`src/hdl/i2cbm_pkg.sv`:
```
package i2cbm_pkg;

	// Command codes on the mode field
	localparam logic [2:0] MODE_NONE  = 3'd0;
	localparam logic [2:0] MODE_START = 3'd1;
	localparam logic [2:0] MODE_STOP  = 3'd2;
	localparam logic [2:0] MODE_ACK   = 3'd3;
	localparam logic [2:0] MODE_NACK  = 3'd4;
	localparam logic [2:0] MODE_WACK  = 3'd5;
	localparam logic [2:0] MODE_SEND  = 3'd6;
	localparam logic [2:0] MODE_READ  = 3'd7;

	// Configuration register indexes
	localparam int CFG_IDX_W = 1;
	localparam logic [CFG_IDX_W-1:0] CFG_TICKS_PER_US   = 1'd0;
	localparam logic [CFG_IDX_W-1:0] CFG_ACK_POLL_LIMIT = 1'd1;

	localparam int CFG_W   = 10;
	localparam int DELAY_W = 14;

	localparam logic [CFG_W-1:0] TICKS_PER_US_RST   = 10'd72;
	localparam logic [CFG_W-1:0] ACK_POLL_LIMIT_RST = 10'd250;

	// Sequencer phases: start, stop, ack out, ack wait, byte send, byte read
	typedef enum logic [4:0] {
		PH_IDLE = 5'd0,
		PH_S0   = 5'd1,
		PH_S1   = 5'd2,
		PH_S2   = 5'd3,
		PH_P0   = 5'd4,
		PH_P1   = 5'd5,
		PH_P2   = 5'd6,
		PH_A0   = 5'd7,
		PH_A1   = 5'd8,
		PH_A2   = 5'd9,
		PH_W0   = 5'd10,
		PH_W1   = 5'd11,
		PH_W2   = 5'd12,
		PH_B0   = 5'd13,
		PH_B1   = 5'd14,
		PH_B2   = 5'd15,
		PH_B3   = 5'd16,
		PH_R0   = 5'd17,
		PH_R1   = 5'd18,
		PH_R2   = 5'd19,
		PH_R3   = 5'd20
	} phase_t;

	// Architectural state of the sequencer
	typedef struct packed {
		phase_t             phase;
		logic [DELAY_W-1:0] delay;
		logic [3:0]         bits;
		logic [7:0]         shift;
		logic [CFG_W-1:0]   poll;
		logic               scl;
		logic               sda;
		logic               sda_oe;
		logic               ack_choice;
		logic               timeout;
		logic [7:0]         rx;
	} seq_state_t;

	localparam seq_state_t STATE_RST = '{
		phase:      PH_IDLE,
		delay:      '0,
		bits:       '0,
		shift:      '0,
		poll:       '0,
		scl:        1'b1,
		sda:        1'b1,
		sda_oe:     1'b1,
		ack_choice: 1'b0,
		timeout:    1'b0,
		rx:         '0
	};

	localparam logic [3:0] BITS_PER_BYTE = 4'd8;

	// Delay in ticks for a number of microseconds
	function automatic logic [DELAY_W-1:0] us_ticks(input logic [CFG_W-1:0] t,
		input logic [2:0] us);
		logic [DELAY_W-1:0] prod;
		prod = DELAY_W'(t) * DELAY_W'(us);
		return prod;
	endfunction

endpackage

```
`src/hdl/i2cbm_cfg.sv`:
```
module i2cbm_cfg
	import i2cbm_pkg::*;
(
	input  logic                 clk,
	input  logic                 arst_n,
	input  logic                 wr_en,
	input  logic [CFG_IDX_W-1:0] wr_index,
	input  logic [CFG_W-1:0]     wr_data,
	output logic [CFG_W-1:0]     ticks_per_us,
	output logic [CFG_W-1:0]     ack_poll_limit
);

	logic [CFG_W-1:0] ticks_q;
	logic [CFG_W-1:0] limit_q;

	// Register file, one write beat per cycle
	always_ff @(posedge clk or negedge arst_n) begin
		if (!arst_n) begin
			ticks_q <= TICKS_PER_US_RST;
			limit_q <= ACK_POLL_LIMIT_RST;
		end else if (wr_en) begin
			case (wr_index)
				CFG_TICKS_PER_US:   ticks_q <= wr_data;
				CFG_ACK_POLL_LIMIT: limit_q <= wr_data;
				default: ;
			endcase
		end
	end

	assign ticks_per_us   = ticks_q;
	assign ack_poll_limit = limit_q;

endmodule

```
`src/hdl/i2cbm_step.sv`:
```
module i2cbm_step
	import i2cbm_pkg::*;
(
	input  seq_state_t       cur,
	input  logic [2:0]       mode,
	input  logic [7:0]       data_byte,
	input  logic             ack_after_read,
	input  logic             sda_in,
	input  logic [CFG_W-1:0] ticks_per_us,
	input  logic [CFG_W-1:0] ack_poll_limit,
	output seq_state_t       nxt,
	output logic             done
);

	logic [CFG_W-1:0]   t_eff;
	logic [DELAY_W-1:0] d1, d2, d5, d6;

	// A zero tick rate counts as one
	assign t_eff = (ticks_per_us == '0) ? CFG_W'(1) : ticks_per_us;
	assign d1 = us_ticks(t_eff, 3'd1);
	assign d2 = us_ticks(t_eff, 3'd2);
	assign d5 = us_ticks(t_eff, 3'd5);
	assign d6 = us_ticks(t_eff, 3'd6);

	// One tick of the sequencer; each tick runs at most one phase
	always_comb begin
		phase_t ph;
		logic   run;
		nxt  = cur;
		done = 1'b0;
		ph   = cur.phase;
		run  = 1'b0;

		if (cur.phase == PH_IDLE) begin
			run = (mode != MODE_NONE);
			case (mode)
				MODE_START: ph = PH_S0;
				MODE_STOP:  ph = PH_P0;
				MODE_ACK: begin
					ph = PH_A0;
					nxt.ack_choice = 1'b1;
				end
				MODE_NACK: begin
					ph = PH_A0;
					nxt.ack_choice = 1'b0;
				end
				MODE_WACK:  ph = PH_W0;
				MODE_SEND: begin
					ph = PH_B0;
					nxt.shift = data_byte;
				end
				MODE_READ: begin
					ph = PH_R0;
					nxt.ack_choice = ack_after_read;
				end
				default: ph = PH_IDLE;
			endcase
		end else if (cur.delay > DELAY_W'(1)) begin
			nxt.delay = cur.delay - DELAY_W'(1);
		end else begin
			nxt.delay = '0;
			run = 1'b1;
		end

		if (run) begin
			case (ph)
				PH_S0: begin
					nxt.sda_oe = 1'b1;
					nxt.sda    = 1'b1;
					nxt.scl    = 1'b1;
					nxt.phase  = PH_S1;
					nxt.delay  = d5;
				end
				PH_S1: begin
					nxt.sda   = 1'b0;
					nxt.phase = PH_S2;
					nxt.delay = d6;
				end
				PH_S2: begin
					nxt.scl   = 1'b0;
					nxt.phase = PH_IDLE;
					done      = 1'b1;
				end
				PH_P0: begin
					nxt.sda_oe = 1'b1;
					nxt.sda    = 1'b0;
					nxt.scl    = 1'b1;
					nxt.phase  = PH_P1;
					nxt.delay  = d6;
				end
				PH_P1: begin
					nxt.sda   = 1'b1;
					nxt.phase = PH_P2;
					nxt.delay = d6;
				end
				PH_P2: begin
					nxt.phase = PH_IDLE;
					done      = 1'b1;
				end
				PH_A0: begin
					nxt.scl    = 1'b0;
					nxt.sda_oe = 1'b1;
					nxt.sda    = ~nxt.ack_choice;
					nxt.phase  = PH_A1;
					nxt.delay  = d2;
				end
				PH_A1: begin
					nxt.scl   = 1'b1;
					nxt.phase = PH_A2;
					nxt.delay = d5;
				end
				PH_A2: begin
					nxt.scl   = 1'b0;
					nxt.phase = PH_IDLE;
					done      = 1'b1;
				end
				PH_W0: begin
					nxt.sda_oe = 1'b0;
					nxt.sda    = 1'b1;
					nxt.poll   = '0;
					nxt.phase  = PH_W1;
					nxt.delay  = d1;
				end
				PH_W1: begin
					nxt.scl   = 1'b1;
					nxt.phase = PH_W2;
					nxt.delay = d1;
				end
				PH_W2: begin
					if (!sda_in) begin
						// slave acked
						nxt.scl     = 1'b0;
						nxt.timeout = 1'b0;
						nxt.phase   = PH_IDLE;
						done        = 1'b1;
					end else if (cur.poll >= ack_poll_limit) begin
						// give up and issue a stop at once
						nxt.timeout = 1'b1;
						nxt.sda_oe  = 1'b1;
						nxt.sda     = 1'b0;
						nxt.scl     = 1'b1;
						nxt.phase   = PH_P1;
						nxt.delay   = d6;
					end else begin
						nxt.poll = cur.poll + CFG_W'(1);
					end
				end
				PH_B0, PH_B1: begin
					if (ph == PH_B0) begin
						nxt.sda_oe = 1'b1;
						nxt.scl    = 1'b0;
						nxt.bits   = '0;
					end
					nxt.sda   = nxt.shift[7];
					nxt.shift = {nxt.shift[6:0], 1'b0};
					nxt.scl   = 1'b1;
					nxt.phase = PH_B2;
					nxt.delay = d2;
				end
				PH_B2: begin
					nxt.scl   = 1'b0;
					nxt.phase = PH_B3;
					nxt.delay = d2;
				end
				PH_B3: begin
					nxt.bits = cur.bits + 4'd1;
					if (nxt.bits < BITS_PER_BYTE) begin
						nxt.sda   = cur.shift[7];
						nxt.shift = {cur.shift[6:0], 1'b0};
						nxt.scl   = 1'b1;
						nxt.phase = PH_B2;
						nxt.delay = d2;
					end else begin
						nxt.phase = PH_IDLE;
						done      = 1'b1;
					end
				end
				PH_R0, PH_R1: begin
					if (ph == PH_R0) begin
						nxt.sda_oe = 1'b0;
						nxt.bits   = '0;
						nxt.shift  = '0;
					end
					nxt.scl   = 1'b0;
					nxt.phase = PH_R2;
					nxt.delay = d2;
				end
				PH_R2: begin
					nxt.scl   = 1'b1;
					nxt.shift = {cur.shift[6:0], sda_in};
					nxt.phase = PH_R3;
					nxt.delay = d1;
				end
				PH_R3: begin
					nxt.bits = cur.bits + 4'd1;
					if (nxt.bits < BITS_PER_BYTE) begin
						nxt.scl   = 1'b0;
						nxt.phase = PH_R2;
						nxt.delay = d2;
					end else begin
						// byte in, follow with the master ack or nack
						nxt.rx     = cur.shift;
						nxt.scl    = 1'b0;
						nxt.sda_oe = 1'b1;
						nxt.sda    = ~cur.ack_choice;
						nxt.phase  = PH_A1;
						nxt.delay  = d2;
					end
				end
				default: nxt.phase = PH_IDLE;
			endcase
		end
	end

endmodule

```
`src/hdl/i2c_bit_level_master.sv`:
```
// I2C master pin sequencer. Each input beat is one tick of the sequencer: it
// carries the sampled SDA level and, while the block is idle, a command
// (start, stop, master ack/nack, wait for slave ack, send byte, read byte
// with trailing ack or nack). Each input beat yields exactly one output beat
// with the pin levels after that tick plus busy, done, the last read byte and
// the ack timeout flag. Microsecond delays last n * ticks_per_us ticks (zero
// is taken as one). A beat is taken each cycle the result slot is empty or
// out_ready holds: the next tick is computed combinationally from the state
// register and written back to it: one tick per clock while out_ready holds.
// Configuration writes are always accepted and should be made while idle.
module i2c_bit_level_master
	import i2cbm_pkg::*;
(
	input  logic                 clk,
	input  logic                 arst_n,
	input  logic                 cfg_valid,
	output logic                 cfg_ready,
	input  logic [CFG_IDX_W-1:0] cfg_index,
	input  logic [CFG_W-1:0]     cfg_data,
	input  logic                 in_valid,
	output logic                 in_ready,
	input  logic [2:0]           mode,
	input  logic [7:0]           data_byte,
	input  logic                 ack_after_read,
	input  logic                 sda_in,
	output logic                 out_valid,
	input  logic                 out_ready,
	output logic                 scl_out,
	output logic                 sda_out,
	output logic                 sda_output_enable,
	output logic                 busy_res,
	output logic                 done_res,
	output logic [7:0]           received_byte,
	output logic                 ack_failed
);

	logic [CFG_W-1:0] ticks_per_us;
	logic [CFG_W-1:0] ack_poll_limit;
	seq_state_t       state_q;
	seq_state_t       state_nxt;
	logic             done_nxt;
	logic             done_q;
	logic             out_valid_q;
	logic             accept;

	assign cfg_ready = 1'b1;

	i2cbm_cfg u_cfg (
		.clk            (clk),
		.arst_n         (arst_n),
		.wr_en          (cfg_valid),
		.wr_index       (cfg_index),
		.wr_data        (cfg_data),
		.ticks_per_us   (ticks_per_us),
		.ack_poll_limit (ack_poll_limit)
	);

	i2cbm_step u_step (
		.cur            (state_q),
		.mode           (mode),
		.data_byte      (data_byte),
		.ack_after_read (ack_after_read),
		.sda_in         (sda_in),
		.ticks_per_us   (ticks_per_us),
		.ack_poll_limit (ack_poll_limit),
		.nxt            (state_nxt),
		.done           (done_nxt)
	);

	// Take a beat when the result slot is empty or being drained
	assign in_ready = !out_valid_q || out_ready;
	assign accept   = in_valid && in_ready;

	// State and result registers advance together on each accepted beat
	always_ff @(posedge clk or negedge arst_n) begin
		if (!arst_n) begin
			state_q     <= STATE_RST;
			done_q      <= 1'b0;
			out_valid_q <= 1'b0;
		end else begin
			if (accept) begin
				state_q <= state_nxt;
				done_q  <= done_nxt;
			end
			if (accept) begin
				out_valid_q <= 1'b1;
			end else if (out_ready) begin
				out_valid_q <= 1'b0;
			end
		end
	end

	// Result beat is read from the state, done and valid registers
	assign out_valid         = out_valid_q;
	assign scl_out           = state_q.scl;
	assign sda_out           = state_q.sda;
	assign sda_output_enable = state_q.sda_oe;
	assign busy_res          = (state_q.phase != PH_IDLE);
	assign done_res          = done_q;
	assign received_byte     = state_q.rx;
	assign ack_failed        = state_q.timeout;

endmodule
```
`config.mk`:
```
export PLATFORM = sky130hd
export DESIGN_NAME = i2c_bit_level_master
export DESIGN_NICKNAME = d
export VERILOG_FILES = /design/src/hdl/i2cbm_pkg.sv /design/src/hdl/i2cbm_cfg.sv /design/src/hdl/i2cbm_step.sv /design/src/hdl/i2c_bit_level_master.sv
export SDC_FILE = /design/constraint.sdc
export NUM_CORES = 1
export LEC_CHECK = 0
export BUFFER_PORTS_ARGS = -buffer_cell sky130_fd_sc_hd__buf_4
export CORE_MARGIN = 4
export CORE_UTILIZATION = 45
export DETAILED_ROUTE_END_ITERATION = 16
export GPL_ROUTABILITY_DRIVEN = 0
export PLACE_DENSITY = 0.62
export SETUP_SLACK_MARGIN = 0.1
export SLEW_MARGIN = 15
export SYNTH_ARGS = -nofsm -noshare
export SYNTH_HDL_FRONTEND = slang
export SYNTH_SLANG_ARGS = --single-unit
```
`constraint.sdc`:
```
create_clock -name clk -period 5.63 [get_ports clk]
set_input_delay 1.126 -clock clk [delete_from_list [all_inputs] [get_ports clk]]
set_output_delay 1.126 -clock clk [all_outputs]
set_load 0.05 [all_outputs]
```
==> results.cfg <==
[cts]
insertion_delay_ns = 0.34
clock_sink_count = 76
clockBufferDepth = 2
cts_tree = built
post_cts_buffers = 0
worst_setup_hold_path_clk_slew_ns = 0.06
clockRootBuffer = clkbuf_16
ctsHoldBuffers = 0
cts-resized-gates = 0
cts-buffers-inserted = 9
htreeDepth = 3

[sta]
skew_ns = 0.00630
achievable-frequency_mhz = 233
final_min_period_over_clock_period_pct = 76.3
hold-worst-slack_ns = 0.478
rsz0062_at_grt = no
final.setup.tns_ns = 0
report.final.hold_viol_count = 0
final.setup.worst_slack_ns = 1.33
timing_max_transition_violations_final = 0
min_period_ns = 4.30
slew-limit-headroom_pct = 28.3
worstMarginPinSlew_ns = 1.07
final_setup_viols = 0

[status]
result_of_the_run = completed

[setup_path]
data_arrival_time_of_the_worst_path_ns = 4.52
timing.critical_path.from_type = flop
r2r-start = u_cfg.ticks_per_us[8]
setup.worst_path.start = u_cfg.ticks_per_us[8]
cp_max_fo = 10
critical_path_required_ns = 5.86
worstSetupPathType = reg2reg
reg2regPathDepth = 15
r2r-end = state_q[46]
internal_reg_to_reg_setup_slack_ns = 1.33
crit_path_end_kind = flop

[floorplan]
fp.dieH_um = 125
top_level_ports = 46
core_region_area_um2 = 13300
initial_core_util_pct = 46.2
die_width_um = 125
dieArea_um2 = 15600
placementRows = 42

[logic_synthesis]
ys_seq_elements = 76
synth_area_um2 = 6140
syn_inst = 742
synth_area_per_cell_um2 = 8.27
synth_fp_nets = 816
fraction_of_the_yosys_area_taken_by_sequential_cells_pct = 31.2
yosys_warnings = 0
synth_async_sr_flop_share_pct = 100
synth-main-ff-cell = dfrtp_1
synth.distinct_cells = 84
synth_edf_count = 0

[finish]
nNetsFinal = 829
layout.cells.most_common = nor2_1
mostFrequentLayoutCells = 73 x nor2_1, 65 x nand2_1, 65 x dfrtp_1
final_design_utilization_pct = 51.0
seqCellArea_um2 = 1920
syn2layout_area_growth_pct = 10.5
multi_input_gate_area_um2 = 3850
n_fill_cell = 1225
stdcell_area_um2 = 6780
drive_gt1_share_pct = 14.2
antenna_cells = 0

[pwr]
p_int_mw = 1.59
p_sw_share_pct = 47.5
seq_power_share_pct = 29.2
leakagePower_nw = 2.96
vdd_ir_drop_max_uv = 230
p_per_area_nw_per_um2 = 447
combPwrFrac_pct = 52.3
clkPwrFrac_pct = 18.5
net-switching-power_mw = 1.44

[global_route]
total_overflow_reported_by_the_global_router = 0
first_global_vias = 5329
groute.usage.overall_pct = 21.3
global_route_wire_length_before_repair_um = 27400
maximum_number_of_pins_on_one_net_before_global_route_repair = 77
antenna_found_initial = 0

[detailed_routing]
drcViolationCount = 0
wl_um = 16700
detail_route.iter0.violations = 623
post_drt_wl_per_cell_um = 17.8
detailroute.via_count = 5763
drt.antenna.violating_nets = 0
via_per_inst = 6.16
dr.pass1.iters = 6

[flow_run]
max_cap_viol_count = 0

[placement]
port-buffer-count = 44
detailedPlace.worstSlack_ns = 1.36
placed_cell_area_um2 = 6490
hpwlAfterDp_um = 12300

[min_path]
whs_path_depth = 1
holdCritPathClass = reg2reg
min_to = state_q[23]
min_from = state_q[23]
through the flow:
step | total power, mW | instances
after floorplan | 2.05 | 742
after global placement | 2.41 | 920
after detailed placement | 2.43 | 920
after CTS | 3.00 | 936
after global routing | 3.23 | 936
final | 3.03 | 936
how the worst max path moves through the flow:
stage	to	slack, ns	cells after the start
CTS	state_q[46]	1.33	15
floorplan	state_q[46]	1.85	15
detailed placement	state_q[46]	1.36	15
global placement	state_q[46]	1.50	15
finish	state_q[46]	1.33	15
global route	state_q[46]	0.92	15
Yosys cell counts, drive strengths merged, types with 8 or more instances:
library cell	number	share of area (%)
a21oi	47	3.9
nor2	73	4.5
nand3	13	1.1
nor4	11	1.3
o21ai	63	5.1
a211oi	11	1.3
nand2	66	4.1
a31oi	10	1.1
a221oi	8	1.1
mux2	17	3.2
dfstp	11	4.7
dfrtp	65	26
ha	43	8.8
or3	13	1.3
a21o	12	1.5
xnor2	13	1.9
buf	17	1.8
o211ai	8	0.98
nor3	26	2.2
a22o	14	2.0
clkbuf	26	1.6
inv	44	2.7
cell families (layout without fill, tap and decap cells):
logic type / Yosys count / count (layout) / synth area share, %
buf+inv: 88 / 106 / 6.09
simple gates: 255 / 255 / 20.6
mux: 18 / 18 / 3.34
flops: 76 / 76 / 31.2
fa+ha+maj: 45 / 45 / 9.42
xor+xnor: 19 / 19 / 2.71
other cells: 1 / 1 / 0.0611
compound gates: 240 / 240 / 26.6
power by group through the flow:
stage	Sequential, mW	Clock (mW)	Combinational [mW]
finish	0.884	0.560	1.59
global route	0.908	0.597	1.72
CTS	0.876	0.570	1.55
detailed placement	0.885	0	1.54
global placement	0.876	0	1.53
floorplan	0.811	0	1.24
flip-flops by register name (all words and copies together) (netlist names):
signal,count
ack_failed,1
done_res,1
out_valid,1
received_byte,8
scl_out,1
sda_out,1
sda_output_enable,1
state_q,42
u_cfg.ack_poll_limit,10
u_cfg.ticks_per_us,10
cell type report:
class / instances / area share [%]
Tap cell: 176 / 3.25
Inverter: 45 / 2.49
Clock buffer: 13 / 3.98
Sequential cell: 76 / 28.2
Clock inverter: 3 / 0.295
Timing Repair Buffer: 45 / 4.98
Multi-Input combinational cell: 578 / 56.8
critical path: stages, from the launching register on:
cell,delay [ns]
dfrtp_1,0.38
inv_1,0.12
ha_1,0.18
nand4_1,0.10
nor3_1,0.74
nor2_1,0.26
ha_1,0.37
ha_1,0.22
fa_1,0.43
a211o_1,0.28
o211ai_1,0.15
a21oi_1,0.14
o21ai_0,0.23
nand2b_1,0.08
a221o_1,0.29
a41o_1,0.22
routing by layer:
metal	vias to the layer above	track usage (%)	wire length, um
met1	2715	30.7	7510
li1	2751	-	-
met2	260	32.2	7440
met5	-	0	0
met3	37	3.82	1360
met4	0	7.03	353
Note: power is estimated with default switching activity, not from simulation.
